<file path="src/design/number_to_seven_segment_defines.svh">
// Assertion macros for the number_to_seven_segment RTL.
// Included by the files that carry concurrent checks; no other dependencies.
`ifndef NUMBER_TO_SEVEN_SEGMENT_DEFINES_SVH
`define NUMBER_TO_SEVEN_SEGMENT_DEFINES_SVH

// ante must be followed by cons in the same cycle
`define N7S_ASSERT_IMPLIES(name, clk, rstn, ante, cons, msg) \
    name: assert property (@(posedge clk) disable iff (!(rstn)) (ante) |-> (cons)) \
        else $error(msg);

// cond holds at every edge out of reset
`define N7S_ASSERT_ALWAYS(name, clk, rstn, cond, msg) \
    name: assert property (@(posedge clk) disable iff (!(rstn)) (cond)) \
        else $error(msg);

`endif

</file>
<file path="src/design/num7seg_pkg.sv">
// Shared types, constants and glyph table for the seven-segment number formatter.
// No dependencies; imported by every module of the block.
package num7seg_pkg;

    localparam int VALUE_W     = 40;
    localparam int SEG_W       = 8;
    localparam int TDATA_W     = 40;
    localparam int TUSER_W     = 1;
    localparam int BASE_W      = 5;
    localparam int FRAC_W      = 3;
    localparam int CFG_INDEX_W = 2;
    localparam int CFG_DATA_W  = 5;
    localparam int BASE_IDX_W  = 4;
    localparam int DIGIT_W     = 4;

    localparam int DEFAULT_NUMERIC_DIGITS = 4;
    localparam int DEFAULT_FRACTION_BITS  = 16;
    localparam int QUEUE_DEPTH            = 2;
    localparam int DIGIT_SLOTS            = 4;
    localparam int SLOT_IDX_W             = 2;

    localparam logic [CFG_INDEX_W-1:0] CFG_NUMBER_BASE     = 2'd0;
    localparam logic [CFG_INDEX_W-1:0] CFG_FRACTION_DIGITS = 2'd1;

    localparam logic [BASE_W-1:0] BASE_RESET = 5'd10;
    localparam logic [BASE_W-1:0] BASE_MIN   = 5'd2;
    localparam logic [BASE_W-1:0] BASE_MAX   = 5'd16;
    localparam logic [FRAC_W-1:0] FRAC_RESET = 3'd2;

    localparam logic [SEG_W-1:0] SEG_MINUS = 8'h40;
    localparam logic [SEG_W-1:0] SEG_BLANK = 8'h00;
    localparam logic [SEG_W-1:0] SEG_DOT   = 8'h80;

    localparam logic [SEG_W-1:0] GLYPH [16] = '{
        8'h3F, 8'h06, 8'h5B, 8'h4F, 8'h66, 8'h6D, 8'h7D, 8'h07,
        8'h7F, 8'h6F, 8'h5F, 8'h7C, 8'h39, 8'h5E, 8'h79, 8'h71
    };

    typedef struct packed {
        logic              neg;
        logic [BASE_W-1:0] base;
        logic [FRAC_W-1:0] frac;
    } item_ctrl_t;

    localparam int ITEM_CTRL_W = $bits(item_ctrl_t);

    typedef struct packed {
        logic full;
        logic empty;
    } queue_status_t;

    typedef enum logic [1:0] {
        F_IDLE,
        F_POW,
        F_PUSH
    } front_state_t;

    typedef enum logic [2:0] {
        B_IDLE,
        B_SEARCH,
        B_DIV,
        B_FIX,
        B_DONE
    } back_state_t;

endpackage

</file>
<file path="src/design/num7seg_queue.sv">
// Small FIFO between the classify front and the formatting back end.
// Depends on num7seg_pkg and number_to_seven_segment_defines.svh.
`include "number_to_seven_segment_defines.svh"

module num7seg_queue #(
    parameter int WIDTH = 8,
    parameter int DEPTH = 2
) (
    input  logic                       aclk,
    input  logic                       aresetn,
    input  logic                       push,
    input  logic [WIDTH-1:0]           push_data,
    input  logic                       pop,
    output logic [WIDTH-1:0]           pop_data,
    output num7seg_pkg::queue_status_t status
);
    import num7seg_pkg::*;

    localparam int PTR_W = (DEPTH > 1) ? $clog2(DEPTH) : 1;
    localparam int CNT_W = $clog2(DEPTH + 1);

    logic [WIDTH-1:0] mem [DEPTH];
    logic [PTR_W-1:0] wr_ptr_reg, wr_ptr_next;
    logic [PTR_W-1:0] rd_ptr_reg, rd_ptr_next;
    logic [CNT_W-1:0] count_reg, count_next;

    always_comb begin
        wr_ptr_next = wr_ptr_reg;
        rd_ptr_next = rd_ptr_reg;
        count_next  = count_reg;
        if (push) begin
            wr_ptr_next = (wr_ptr_reg == PTR_W'(DEPTH - 1)) ? '0 : wr_ptr_reg + PTR_W'(1);
        end
        if (pop) begin
            rd_ptr_next = (rd_ptr_reg == PTR_W'(DEPTH - 1)) ? '0 : rd_ptr_reg + PTR_W'(1);
        end
        if (push && !pop) begin
            count_next = count_reg + CNT_W'(1);
        end else if (pop && !push) begin
            count_next = count_reg - CNT_W'(1);
        end
    end

    always_ff @(posedge aclk) begin
        if (!aresetn) begin
            wr_ptr_reg <= '0;
            rd_ptr_reg <= '0;
            count_reg  <= '0;
        end else begin
            wr_ptr_reg <= wr_ptr_next;
            rd_ptr_reg <= rd_ptr_next;
            count_reg  <= count_next;
        end
    end

    always_ff @(posedge aclk) begin
        if (push) begin
            mem[wr_ptr_reg] <= push_data;
        end
    end

    assign pop_data     = mem[rd_ptr_reg];
    assign status.full  = (count_reg == CNT_W'(DEPTH));
    assign status.empty = (count_reg == '0);

    `N7S_ASSERT_IMPLIES(a_no_push_full, aclk, aresetn, push, count_reg < CNT_W'(DEPTH), "push into full queue")
    `N7S_ASSERT_IMPLIES(a_no_pop_empty, aclk, aresetn, pop, count_reg != '0, "pop from empty queue")
    `N7S_ASSERT_ALWAYS(a_count_bound, aclk, aresetn, count_reg <= CNT_W'(DEPTH), "queue count out of range")

endmodule

</file>
<file path="src/design/num7seg_front.sv">
// Front end: accepts a word, takes sign and magnitude, clamps the base and
// builds base^digits serially. Depends on num7seg_pkg.
module num7seg_front #(
    parameter int NUMERIC_DIGITS = 4,
    parameter int ENTRY_W        = 1
) (
    input  logic                               aclk,
    input  logic                               aresetn,
    input  logic                               s_tvalid,
    output logic                               s_tready,
    input  logic [num7seg_pkg::VALUE_W-1:0]    s_tdata,
    input  logic [num7seg_pkg::BASE_W-1:0]     cfg_base,
    input  logic [num7seg_pkg::FRAC_W-1:0]     cfg_frac,
    input  num7seg_pkg::queue_status_t         q_status,
    output logic                               push,
    output logic [ENTRY_W-1:0]                 push_data
);
    import num7seg_pkg::*;

    localparam int POW_W = 4 * NUMERIC_DIGITS + 1;
    localparam int CNT_W = $clog2(NUMERIC_DIGITS + 1);

    front_state_t     state_reg, state_next;
    item_ctrl_t       ctrl_reg, ctrl_next;
    logic [VALUE_W-1:0] mag_reg, mag_next;
    logic [POW_W-1:0] pow_reg, pow_next;
    logic [CNT_W-1:0] cnt_reg, cnt_next;
    logic             accept;
    logic             neg_in;

    assign accept = s_tvalid && s_tready;
    assign neg_in = s_tdata[VALUE_W-1];

    always_comb begin
        state_next = state_reg;
        unique case (state_reg)
            F_IDLE: begin
                if (s_tvalid) state_next = F_POW;
            end
            F_POW: begin
                if (cnt_reg == CNT_W'(1)) state_next = F_PUSH;
            end
            F_PUSH: begin
                if (!q_status.full) state_next = F_IDLE;
            end
            default: state_next = F_IDLE;
        endcase
    end

    always_comb begin
        s_tready = (state_reg == F_IDLE);
        push     = (state_reg == F_PUSH) && !q_status.full;
    end

    always_comb begin
        ctrl_next = ctrl_reg;
        mag_next  = mag_reg;
        pow_next  = pow_reg;
        cnt_next  = cnt_reg;
        if (accept) begin
            ctrl_next.neg = neg_in;
            priority if (cfg_base < BASE_MIN) begin
                ctrl_next.base = BASE_MIN;
            end else if (cfg_base > BASE_MAX) begin
                ctrl_next.base = BASE_MAX;
            end else begin
                ctrl_next.base = cfg_base;
            end
            ctrl_next.frac = cfg_frac;
            mag_next = neg_in ? VALUE_W'(~s_tdata + VALUE_W'(1)) : s_tdata;
            pow_next = POW_W'(1);
            cnt_next = neg_in ? CNT_W'(NUMERIC_DIGITS - 1) : CNT_W'(NUMERIC_DIGITS);
        end else if (state_reg == F_POW) begin
            pow_next = POW_W'(pow_reg * POW_W'(ctrl_reg.base));
            cnt_next = cnt_reg - CNT_W'(1);
        end
    end

    always_ff @(posedge aclk) begin
        if (!aresetn) begin
            state_reg <= F_IDLE;
        end else begin
            state_reg <= state_next;
        end
    end

    always_ff @(posedge aclk) begin
        ctrl_reg <= ctrl_next;
        mag_reg  <= mag_next;
        pow_reg  <= pow_next;
        cnt_reg  <= cnt_next;
    end

    assign push_data = {ctrl_reg, pow_reg, mag_reg};

endmodule

</file>
<file path="src/design/num7seg_back.sv">
// Back end: finds the fraction digit count that fits, extracts digits by
// reciprocal multiply with one correction, and holds the output register.
// Depends on num7seg_pkg.
module num7seg_back #(
    parameter int NUMERIC_DIGITS = 4,
    parameter int FRACTION_BITS  = 16,
    parameter int ENTRY_W        = 1
) (
    input  logic                             aclk,
    input  logic                             aresetn,
    input  num7seg_pkg::queue_status_t       q_status,
    input  logic [ENTRY_W-1:0]               pop_data,
    output logic                             pop,
    output logic                             m_tvalid,
    input  logic                             m_tready,
    output logic [num7seg_pkg::TDATA_W-1:0]  m_tdata,  // seg_pos0..seg_pos4, 8 bits each
    output logic [num7seg_pkg::TUSER_W-1:0]  m_tuser   // overflow
);
    import num7seg_pkg::*;

    localparam int POW_W  = 4 * NUMERIC_DIGITS + 1;
    localparam int LW     = 4 * NUMERIC_DIGITS + FRACTION_BITS + 1;
    localparam int PW_MIN = 4 * NUMERIC_DIGITS + FRACTION_BITS + 4;
    localparam int PW     = (VALUE_W > PW_MIN) ? VALUE_W : PW_MIN;
    localparam int CW     = PW + 1;
    localparam int NUMW   = 4 * NUMERIC_DIGITS;
    localparam int RW     = NUMW + 1;
    localparam int S      = NUMW + 1;
    localparam int PRW    = NUMW + RW;
    localparam logic [63:0] ONE_S = 64'd1 << S;
    localparam logic [CW-1:0] HALF = CW'(1) << (FRACTION_BITS - 1);

    // entry k holds floor(2^S / (k + 1)) for k >= 1; entry 0 holds zero
    localparam logic [RW-1:0] RECIP [16] = '{
        RW'(0),
        RW'(ONE_S / 64'd2),  RW'(ONE_S / 64'd3),  RW'(ONE_S / 64'd4),
        RW'(ONE_S / 64'd5),  RW'(ONE_S / 64'd6),  RW'(ONE_S / 64'd7),
        RW'(ONE_S / 64'd8),  RW'(ONE_S / 64'd9),  RW'(ONE_S / 64'd10),
        RW'(ONE_S / 64'd11), RW'(ONE_S / 64'd12), RW'(ONE_S / 64'd13),
        RW'(ONE_S / 64'd14), RW'(ONE_S / 64'd15), RW'(ONE_S / 64'd16)
    };

    back_state_t          state_reg, state_next;
    item_ctrl_t           ctrl_reg, ctrl_next;
    logic [LW-1:0]        limit_reg, limit_next;
    logic [PW-1:0]        p_reg, p_next;
    logic [FRAC_W-1:0]    k_reg, k_next;
    logic [FRAC_W-1:0]    f_reg, f_next;
    logic [NUMW-1:0]      num_reg, num_next;
    logic [NUMW-1:0]      qest_reg, qest_next;
    logic [SLOT_IDX_W-1:0] j_reg, j_next;
    logic                 sign_done_reg, sign_done_next;
    logic                 ovf_reg, ovf_next;
    logic [SEG_W-1:0]     slot_reg [DIGIT_SLOTS];
    logic [SEG_W-1:0]     slot_next [DIGIT_SLOTS];
    logic                 m_tvalid_reg, m_tvalid_next;
    logic [TDATA_W-1:0]   m_tdata_reg, m_tdata_next;
    logic [TUSER_W-1:0]   m_tuser_reg, m_tuser_next;

    item_ctrl_t           in_ctrl;
    logic [POW_W-1:0]     in_pow;
    logic [VALUE_W-1:0]   in_mag;
    logic [CW-1:0]        sum;
    logic                 fit;
    logic [BASE_IDX_W-1:0] recip_idx;
    logic [PRW-1:0]       recip_prod;
    logic [NUMW-1:0]      qb;
    logic [NUMW-1:0]      rem;
    logic [5:0]           rem6;
    logic                 fix;
    logic [DIGIT_W-1:0]   digit;
    logic [NUMW-1:0]      q;
    logic                 written;
    logic                 dot;
    logic                 load_out;

    assign in_ctrl = item_ctrl_t'(pop_data[ENTRY_W-1 -: ITEM_CTRL_W]);
    assign in_pow  = pop_data[VALUE_W +: POW_W];
    assign in_mag  = pop_data[VALUE_W-1:0];

    assign sum        = CW'(p_reg) + HALF;
    assign fit        = sum < CW'(limit_reg);
    assign recip_idx  = BASE_IDX_W'(ctrl_reg.base - BASE_W'(1));
    assign recip_prod = PRW'(num_reg) * PRW'(RECIP[recip_idx]);
    assign qb         = NUMW'(qest_reg * NUMW'(ctrl_reg.base));
    assign rem        = num_reg - qb;
    assign rem6       = rem[5:0];
    assign fix        = rem6 >= 6'(ctrl_reg.base);
    assign digit      = fix ? DIGIT_W'(rem6 - 6'(ctrl_reg.base)) : rem6[DIGIT_W-1:0];
    assign q          = fix ? qest_reg + NUMW'(1) : qest_reg;
    assign written    = (num_reg != '0) || (FRAC_W'(j_reg) <= f_reg);
    assign dot        = (f_reg != '0) && (FRAC_W'(j_reg) == f_reg);

    always_comb begin
        state_next = state_reg;
        unique case (state_reg)
            B_IDLE: begin
                if (!q_status.empty) state_next = B_SEARCH;
            end
            B_SEARCH: begin
                priority if (fit) begin
                    if (k_reg == ctrl_reg.frac) state_next = B_DIV;
                end else if (k_reg == '0) begin
                    state_next = B_DONE;
                end else begin
                    state_next = B_DIV;
                end
            end
            B_DIV: state_next = B_FIX;
            B_FIX: begin
                state_next = (j_reg == SLOT_IDX_W'(DIGIT_SLOTS - 1)) ? B_DONE : B_DIV;
            end
            B_DONE: begin
                if (!m_tvalid_reg || m_tready) state_next = B_IDLE;
            end
            default: state_next = B_IDLE;
        endcase
    end

    always_comb begin
        pop      = (state_reg == B_IDLE) && !q_status.empty;
        load_out = (state_reg == B_DONE) && (!m_tvalid_reg || m_tready);
        m_tvalid = m_tvalid_reg;
        m_tdata  = m_tdata_reg;
        m_tuser  = m_tuser_reg;
    end

    always_comb begin
        ctrl_next      = ctrl_reg;
        limit_next     = limit_reg;
        p_next         = p_reg;
        k_next         = k_reg;
        f_next         = f_reg;
        num_next       = num_reg;
        qest_next      = qest_reg;
        j_next         = j_reg;
        sign_done_next = sign_done_reg;
        ovf_next       = ovf_reg;
        slot_next      = slot_reg;
        unique case (state_reg)
            B_IDLE: begin
                if (pop) begin
                    ctrl_next  = in_ctrl;
                    limit_next = LW'(in_pow) << FRACTION_BITS;
                    p_next     = PW'(in_mag);
                    k_next     = '0;
                    ovf_next   = 1'b0;
                end
            end
            B_SEARCH: begin
                j_next         = '0;
                sign_done_next = 1'b0;
                if (fit) begin
                    num_next = sum[FRACTION_BITS +: NUMW];
                    f_next   = k_reg;
                    if (k_reg != ctrl_reg.frac) begin
                        p_next = PW'(p_reg * PW'(ctrl_reg.base));
                        k_next = k_reg + FRAC_W'(1);
                    end
                end else if (k_reg == '0) begin
                    ovf_next = 1'b1;
                end
            end
            B_DIV: begin
                qest_next = recip_prod[S +: NUMW];
            end
            B_FIX: begin
                priority if (written) begin
                    slot_next[j_reg] = GLYPH[digit] | (dot ? SEG_DOT : SEG_BLANK);
                end else if (ctrl_reg.neg && !sign_done_reg) begin
                    slot_next[j_reg] = SEG_MINUS;
                    sign_done_next   = 1'b1;
                end else begin
                    slot_next[j_reg] = SEG_BLANK;
                end
                num_next = q;
                j_next   = j_reg + SLOT_IDX_W'(1);
            end
            B_DONE: begin
            end
            default: begin
            end
        endcase
    end

    always_comb begin
        m_tvalid_next = m_tvalid_reg;
        m_tdata_next  = m_tdata_reg;
        m_tuser_next  = m_tuser_reg;
        if (load_out) begin
            m_tvalid_next = 1'b1;
            if (ovf_reg) begin
                m_tdata_next = {SEG_MINUS, SEG_MINUS, SEG_BLANK, SEG_MINUS, SEG_MINUS};
                m_tuser_next = 1'b1;
            end else begin
                m_tdata_next = {slot_reg[0], slot_reg[1], SEG_BLANK, slot_reg[2], slot_reg[3]};
                m_tuser_next = 1'b0;
            end
        end else if (m_tready) begin
            m_tvalid_next = 1'b0;
        end
    end

    always_ff @(posedge aclk) begin
        if (!aresetn) begin
            state_reg    <= B_IDLE;
            m_tvalid_reg <= 1'b0;
        end else begin
            state_reg    <= state_next;
            m_tvalid_reg <= m_tvalid_next;
        end
    end

    always_ff @(posedge aclk) begin
        ctrl_reg      <= ctrl_next;
        limit_reg     <= limit_next;
        p_reg         <= p_next;
        k_reg         <= k_next;
        f_reg         <= f_next;
        num_reg       <= num_next;
        qest_reg      <= qest_next;
        j_reg         <= j_next;
        sign_done_reg <= sign_done_next;
        ovf_reg       <= ovf_next;
        slot_reg      <= slot_next;
        m_tdata_reg   <= m_tdata_next;
        m_tuser_reg   <= m_tuser_next;
    end

endmodule

</file>
<file path="src/design/number_to_seven_segment.sv">
// Seven-segment number formatter: takes a signed Q23.16 word and returns five
// segment bytes plus an overflow flag. The front takes no new word until it
// has pushed the last one, and builds base^digits (one digit fewer for a
// negative word) with a serial multiply. A two-entry queue passes the word to
// the back end. The back end makes one fit test per fraction digit count
// tried, then a reciprocal divide and its correction for each digit slot.
// A word that shows dashes skips the divide. The slower side sets the
// sustained rate. Results wait in an output register, so the front keeps
// taking words while m_tready is low until the queue fills.
module number_to_seven_segment #(
    parameter int NUMERIC_DIGITS = num7seg_pkg::DEFAULT_NUMERIC_DIGITS,
    parameter int FRACTION_BITS  = num7seg_pkg::DEFAULT_FRACTION_BITS
) (
    input  logic                                 aclk,
    input  logic                                 aresetn,
    input  logic                                 s_tvalid,
    output logic                                 s_tready,
    input  logic [num7seg_pkg::VALUE_W-1:0]      s_tdata,   // value
    output logic                                 m_tvalid,
    input  logic                                 m_tready,
    output logic [num7seg_pkg::TDATA_W-1:0]      m_tdata,   // seg_pos0, seg_pos1, seg_pos2,
                                                            // seg_pos3, seg_pos4
    output logic [num7seg_pkg::TUSER_W-1:0]      m_tuser,   // overflow
    input  logic                                 cfg_valid,
    output logic                                 cfg_ready,
    input  logic [num7seg_pkg::CFG_INDEX_W-1:0]  cfg_index,
    input  logic [num7seg_pkg::CFG_DATA_W-1:0]   cfg_data
);
    import num7seg_pkg::*;

    localparam int POW_W   = 4 * NUMERIC_DIGITS + 1;
    localparam int ENTRY_W = ITEM_CTRL_W + POW_W + VALUE_W;

    logic [BASE_W-1:0]  base_reg, base_next;
    logic [FRAC_W-1:0]  frac_reg, frac_next;
    logic               push;
    logic               pop;
    logic [ENTRY_W-1:0] push_data;
    logic [ENTRY_W-1:0] pop_data;
    queue_status_t      q_status;

    assign cfg_ready = 1'b1;

    always_comb begin
        base_next = base_reg;
        frac_next = frac_reg;
        if (cfg_valid && cfg_ready) begin
            unique case (cfg_index)
                CFG_NUMBER_BASE:     base_next = cfg_data;
                CFG_FRACTION_DIGITS: frac_next = cfg_data[FRAC_W-1:0];
                default: begin
                end
            endcase
        end
    end

    always_ff @(posedge aclk) begin
        if (!aresetn) begin
            base_reg <= BASE_RESET;
            frac_reg <= FRAC_RESET;
        end else begin
            base_reg <= base_next;
            frac_reg <= frac_next;
        end
    end

    num7seg_front #(
        .NUMERIC_DIGITS(NUMERIC_DIGITS),
        .ENTRY_W       (ENTRY_W)
    ) u_front (
        .aclk     (aclk),
        .aresetn  (aresetn),
        .s_tvalid (s_tvalid),
        .s_tready (s_tready),
        .s_tdata  (s_tdata),
        .cfg_base (base_reg),
        .cfg_frac (frac_reg),
        .q_status (q_status),
        .push     (push),
        .push_data(push_data)
    );

    num7seg_queue #(
        .WIDTH(ENTRY_W),
        .DEPTH(QUEUE_DEPTH)
    ) u_queue (
        .aclk     (aclk),
        .aresetn  (aresetn),
        .push     (push),
        .push_data(push_data),
        .pop      (pop),
        .pop_data (pop_data),
        .status   (q_status)
    );

    num7seg_back #(
        .NUMERIC_DIGITS(NUMERIC_DIGITS),
        .FRACTION_BITS (FRACTION_BITS),
        .ENTRY_W       (ENTRY_W)
    ) u_back (
        .aclk    (aclk),
        .aresetn (aresetn),
        .q_status(q_status),
        .pop_data(pop_data),
        .pop     (pop),
        .m_tvalid(m_tvalid),
        .m_tready(m_tready),
        .m_tdata (m_tdata),
        .m_tuser (m_tuser)
    );

endmodule

</file>
<file path="config.mk">
export PLATFORM = sky130hd
export DESIGN_NAME = number_to_seven_segment
export DESIGN_NICKNAME = d
export VERILOG_FILES = /design/src/design/num7seg_pkg.sv /design/src/design/num7seg_queue.sv /design/src/design/num7seg_front.sv /design/src/design/num7seg_back.sv /design/src/design/number_to_seven_segment.sv
export VERILOG_INCLUDE_DIRS = /design/src /design/src/design
export SDC_FILE = /design/constraint.sdc
export NUM_CORES = 2
export LEC_CHECK = 0
export ABC_CLOCK_PERIOD_IN_PS = 19000
export BUFFER_PORTS_ARGS = -buffer_cell sky130_fd_sc_hd__buf_2
export CORE_UTILIZATION = 60
export DETAILED_ROUTE_END_ITERATION = 12
export PLACE_DENSITY = 0.79
export SYNTH_ARGS = -nofsm -noshare
export SYNTH_HDL_FRONTEND = slang
export SYNTH_SLANG_ARGS = --single-unit
</file>
<file path="constraint.sdc">
create_clock -name aclk -period 19 [get_ports aclk]
set_clock_uncertainty 0.2 [all_clocks]
set_input_delay 1.9 -clock aclk [delete_from_list [all_inputs] [get_ports aclk]]
set_output_delay 1.9 -clock aclk [all_outputs]
set_load 0.1 [all_outputs]
</file>
### Word level (Yosys, flattened, before mapping)

Memory sizes are Yosys's and may differ from the RTL's. A register that Yosys moved wholly into a read port is not among the register bits.
Cells that the tools add are included.
W data, S select, Z words.

* magnitude comparators: 9
* reductions and logical operators: 40
* shifts and indexed selects: 0
* bitwise gates (word level): 10
* $mul: 4
* add/sub/neg operators: 13
* eq/ne operators: 26
* mux-type cells: 57
* divide/modulo/power cells: 0

Operator list (count)
* $mux W40: 3
* $pmux W40 S2: 1
* $mux W32: 2
* $add A40 B16 Y41 const B: 1
* $lt A41 B33 Y1: 1
* $add A40 B1 Y40 const B: 1
* $mul A40 B5 Y40: 1
* $not A40 Y40: 1
* $mux W39: 1
* $mux W3: 12
* $mux W17: 2
* $mul A16 B17 Y33: 1
* $and A32 B32 Y32: 1
* $bwmux W32: 1
* $mux W16: 2
* $mux W8: 4
* $not A32 Y32: 1
* $pmux W16 S2: 1
* $and A28 B28 Y28: 1
* $not A28 Y28: 1
* $mul A17 B5 Y17: 1
* $add A16 B1 Y16 const B: 1
* $demux W8 S2: 1
* $mul A16 B5 Y6: 1
* other kinds (51): 116

* latch bits: 0
* output and inout port bits: 44
* memory bits (writable): 132
* ROM bits: 400
* bits in registers: 268
* memories kept: 3

Memories
* (no name shown): words 16, width 17, rd ports 1, clocked after Yosys merged registers in 0, wr ports 0, line num7seg_back.sv:84 `assign recip_prod = PRW'(num_reg) * PRW'(RECIP[recip_idx]);`
* u_queue.mem: words 2, width 66, rd ports 1, clocked after Yosys merged registers in 1, wr ports 1, line num7seg_queue.sv:22 `logic [WIDTH-1:0] mem [DEPTH];`
* (no name shown): words 16, width 8, rd ports 1, clocked after Yosys merged registers in 0, wr ports 0, line num7seg_back.sv:169 `slot_next[j_reg] = GLYPH[digit] | (dot ? SEG_DOT : SEG_BLANK);`

### Logic depth before layout (Yosys ltp)

* depth in word-level cells: 11
* mapped depth: 33
* depth with buffers taken out: 30

### Hierarchy

From an unflattened synthesis, not the netlist that was laid out.

* cells, all modules: 3356
* area, all modules: 34352.9 um2

By module, submodules not included
* num7seg_back: seq. area each 5275.1 um2, area an instance 23831.6 um2, cells each 2588, instances 1
* num7seg_front: seq. area each 1941.9 um2, area an instance 5181.2 um2, cells each 504, instances 1
* num7seg_queue: seq. area each 4063.9 um2, area an instance 4988.5 um2, cells each 227, instances 1
* number_to_seven_segment: seq. area each 160.2 um2, area an instance 351.6 um2, cells each 37, instances 1

### Worst setup path after synthesis

Ideal clock, no wire load.

* kind: register -> register
* from: reg u_back.ctrl_reg[4] (netlist name)
* to: reg u_back.qest_reg[15] (data pin)
* cell stages (with the launch flop): 30
* setup time: 0.266 ns
* data required time: 18.534 ns
* path buffers: 4
* slack: 10.454 ns
* arrival time: 8.080 ns
* cells stage by stage: edfxtp_1 -> clkbuf_1 -> clkbuf_1 -> inv_1 -> ha_1 -> inv_1 -> ha_1 -> clkbuf_1 -> o31ai_1 -> clkbuf_1 -> nand2_1 -> fa_1 -> fa_1 -> fa_1 -> inv_1 -> fa_1 -> fa_1 -> inv_1 -> fa_1 -> inv_1 -> ha_1 -> o21ai_0 -> a21oi_1 -> o211ai_1 -> or4b_2 -> a31oi_1 -> o211ai_1 -> a31oi_1 -> and4_1 -> nor3_1

* word-level cells in the longest chain between the ends: 6

RTL lines
* from (decl): line num7seg_back.sv:44 `item_ctrl_t ctrl_reg, ctrl_next;`
* from (signal assigned): line num7seg_back.sv:215 `ctrl_reg <= ctrl_next;`
* $sub A4 B1 Y4: line num7seg_back.sv:83 `assign recip_idx = BASE_IDX_W'(ctrl_reg.base - BASE_W'(1));`
* $not A4 Y5 (implied by the code): line num7seg_back.sv:84
* $mem_v2 Z16 W17
* $mux W17 (implied by the code) (2 in series): line num7seg_back.sv:84
* $mul A16 B17 Y33: line num7seg_back.sv:84
* named net u_back.recip_prod[32]: line num7seg_back.sv:66 `logic [PRW-1:0] recip_prod;`
* to (signal assigned): line num7seg_back.sv:221 `qest_reg <= qest_next;`
* to (decl): line num7seg_back.sv:50 `logic [NUMW-1:0] qest_reg, qest_next;`

The timed path passes the listed nets, and every way through them passes these cells. The select of a mux whose other input is x is not followed.
A chain may end at the register's enable or synchronous reset.

### Final worst setup path

* from: reg u_back.ctrl_reg[3] (netlist name)
* to: reg u_back.qest_reg[15] (data pin)

Same word-level chain as after synthesis.

==> metrics.yaml <==
run_status:
  status: "completed"
logic_synthesis:
  synth_fa_ha_area_share_pct: 29.52
  synthMuxAreaShare_pct: 2.339
  synth_top_family_by_area: "adder cells"
  synth_compound_gate_area_share_pct: 7.815
  yosysWarningCount: 0
  synthXorXnorAreaFrac_pct: 4.308
  synth_top_area_share_pct: 31.66
  syn-mean-instance-area_um2: 10.36
  ys_top_cells_by_area: "edfxtp_1 32%, fa_1 21%, ha_1 8.2%"
  synth_top_area_cell: "edfxtp_1"
  ys_ff_latch: 393
  synth-edff-count: 357
  syn_inst: 3270
  synth_flop_cell: "edfxtp_1"
  synth_cell_types: 75
  syn_area_mm2: 0.03386
  ys_seq_area_share_pct: 33.79
  async_reset_ff_share_pct: 0
  yosys.area_share.simple_pct: 15.70
route:
  drt_iter0_drc: 1730
  wire_per_inst_um: 18.65
  vias: 23690
  drt.antenna.violating_nets: 0
  drc_errors: 0
  dr.pass1.iters: 6
  via_per_inst: 5.814
  wl_um: 76000
floorplanning:
  rows: 86
  io_pins: 96
  chipWidth_um: 239.6
  start_util_pct: 61.10
  core_mm2: 0.05542
  die_h_um: 239.6
  die_area_mm2: 0.05739
final_layout:
  largest_reg_flops: 132
  area_delta_synth_final_pct: 7.715
  drive_gt1_share_pct: 7.667
  fin_nets: 3925
clock_network:
  clock_sinks: 393
  clk_pin_slew_ns: 0.06
  cts_root_buffer: "clkbuf_16"
  tritoncts: "done"
  insertion_delay_ns: 0.59
  cts_made_buffers: 44
  post_cts_buffers: 0
  holdBufCountCts: 0
  cts_buffer_depth: 3
  cts_repair_resize_count: 0
  htree_levels: 2
timing:
  timing.final.crit_share_pct: 49.68
  final.setup.worst_slack_ns: 9.561
  worstMarginPinSlew_ns: 1.100
  min_period_ns: 9.439
  setup_viol: 0
  max_freq_ghz: 0.1059
  tns_ns: 0
  relSlewSlack_pct: 26.48
  hold_violations: 0
  rsz0062_at_grt: "no"
  slew_viol_final: 0
global_routing:
  grt_first_pass_wirelength_um: 126700
  globalRouteMet3Util_pct: 3.953
  grt.busiest_layer: "met2"
  grtUsageMet1_pct: 36.98
  grt.total_usage_pct: 27.77
  use_met2_pct: 46.26
  antenna_found_initial: 1
  grt_max_degree: 83
  first_global_vias: 24540
  overflow: 0
placed_design:
  gp_congestion: 0.9195
  dp_hpwl_um: 56140
  port_buffers: 86
  dp_slack_ns: 9.759
critical_path:
  cp.required_ns: 19.11
  crit_fanout: 57
  arrival_ns: 9.55
  crit_type: "flop to flop"
  worstSetupStartpointType: "flop"
  crit_path_end_kind: "flop"
min_path:
  min_path_type: "flop to flop"
job:
  max_cap_viol_count: 0
[final timing paths]
| kind | from | end | slack, ns | cells after the start |
|---|---|---|---|---|
| setup reg to reg | u_back.ctrl_reg[3] | u_back.qest_reg[15] | 9.56 | 27 |
| hold / removal | u_front.mag_reg[25] | u_queue.mem[1][25] | 0.24 | 0 |
| setup / recovery | u_back.ctrl_reg[3] | u_back.qest_reg[15] | 9.56 | 27 |
| hold reg to reg | u_front.mag_reg[25] | u_queue.mem[1][25] | 0.24 | 0 |
[critical path: stages (launching register included)]
cell      delay, ns
edfxtp_1       0.35
buf_4          0.30
o31ai_1        0.55
and2_1         0.41
nand2_1        0.18
o21ai_0        0.11
nor2_1         0.08
a21oi_2        0.70
nand2_1        0.19
fa_1           0.57
inv_1          0.06
fa_1           0.53
fa_1           0.47
fa_1           0.53
fa_1           0.55
inv_1          0.05
fa_1           0.53
inv_1          0.04
ha_1           0.29
nand2_1        0.06
a21oi_1        0.17
o211ai_1       0.16
or4b_2         0.79
a31oi_1        0.40
o211ai_1       0.17
a31oi_1        0.41
and4_1         0.25
nor3_1         0.05
[cell usage after synthesis (all sizes together), types with 6 or more instances]
| library cell | instances |
|---|---|
| a31oi | 7 |
| mux2i | 42 |
| o211ai | 9 |
| nor2b | 56 |
| clkbuf | 131 |
| ha | 223 |
| a211oi | 25 |
| nor3 | 35 |
| nand2 | 420 |
| or3 | 11 |
| o22ai | 7 |
| xor2 | 50 |
| or4 | 13 |
| a21oi | 97 |
| nand3b | 6 |
| nor4 | 19 |
| nand2b | 21 |
| and3 | 31 |
| a22o | 8 |
| o21bai | 16 |
| nand4 | 13 |
| xnor2 | 114 |
| a21o | 42 |
| mux2 | 33 |
| o21ai | 105 |
| buf | 19 |
| o41ai | 10 |
| or2 | 8 |
| and2 | 247 |
| nand3 | 50 |
| edfxtp | 357 |
| inv | 425 |
| o21a | 16 |
| dfxtp | 36 |
| fa | 360 |
| o31ai | 26 |
| nor2 | 122 |
[stage by stage]
| step | cells | cell area, um2 | hold WS [ns] | utilization (%) |
|---|---|---|---|---|
| after global routing | 4075 | 36470 | 0.2501 | 65.82 |
| after CTS | 4074 | 36470 | 0.2431 | 65.81 |
| after floorplan | 3277 | 33890 | 0.2080 | - |
| after global placement | 3992 | 34910 | 0.2225 | 63.00 |
| after detailed placement | 3992 | 34910 | 0.2304 | 63.00 |
| final | 4075 | 36470 | 0.2392 | 65.82 |
[cells in the final DEF (no fill, tap or decap), types with 45 or more instances in the layout]
master     synthesis  routed
nor2_1           122     122
xnor2_1          114     114
inv_1            425     423
buf_2              1      86
a21oi_1           97      96
o21ai_0          103     103
edfxtp_1         357     357
clkbuf_16          0      45
nand2_1          420     419
nand3_1           50      50
xor2_1            50      50
nor2b_1           56      54
and2_1           247     246
fa_1             360     360
ha_1             223     223
[logic make-up after synthesis]
family	after synthesis
AND/OR/NAND/NOR	1066
adder cells (fa/ha/maj)	583
buffers and inverters	576
AO/OA/AOI/OAI	410
flip-flops	393
XOR/XNOR	165
multiplexers	75
other	2
[cell type report]
| type | count | area, um2 |
|---|---|---|
| Clock buffer | 48 | 1137 |
| Sequential cell | 393 | 11440 |
| Fill cell | 4138 | 18940 |
| Timing Repair Buffer | 117 | 663.1 |
| Multi-Input combinational cell | 2308 | 20270 |
| Clock inverter | 34 | 421.7 |
| Inverter | 426 | 1599 |
| Antenna cell | 1 | 2.502 |
| Tap cell | 748 | 935.9 |
[routing by layer]
metal	routed length, um	vias to the layer above
met2	37200	934
met3	4693	195
met5	0	-
li1	-	10840
met4	2659	0
met1	31450	11720
Power is left out: the tool's default activity adds up to more than one toggle a clock period on the data nets, which glitch-free logic cannot reach.
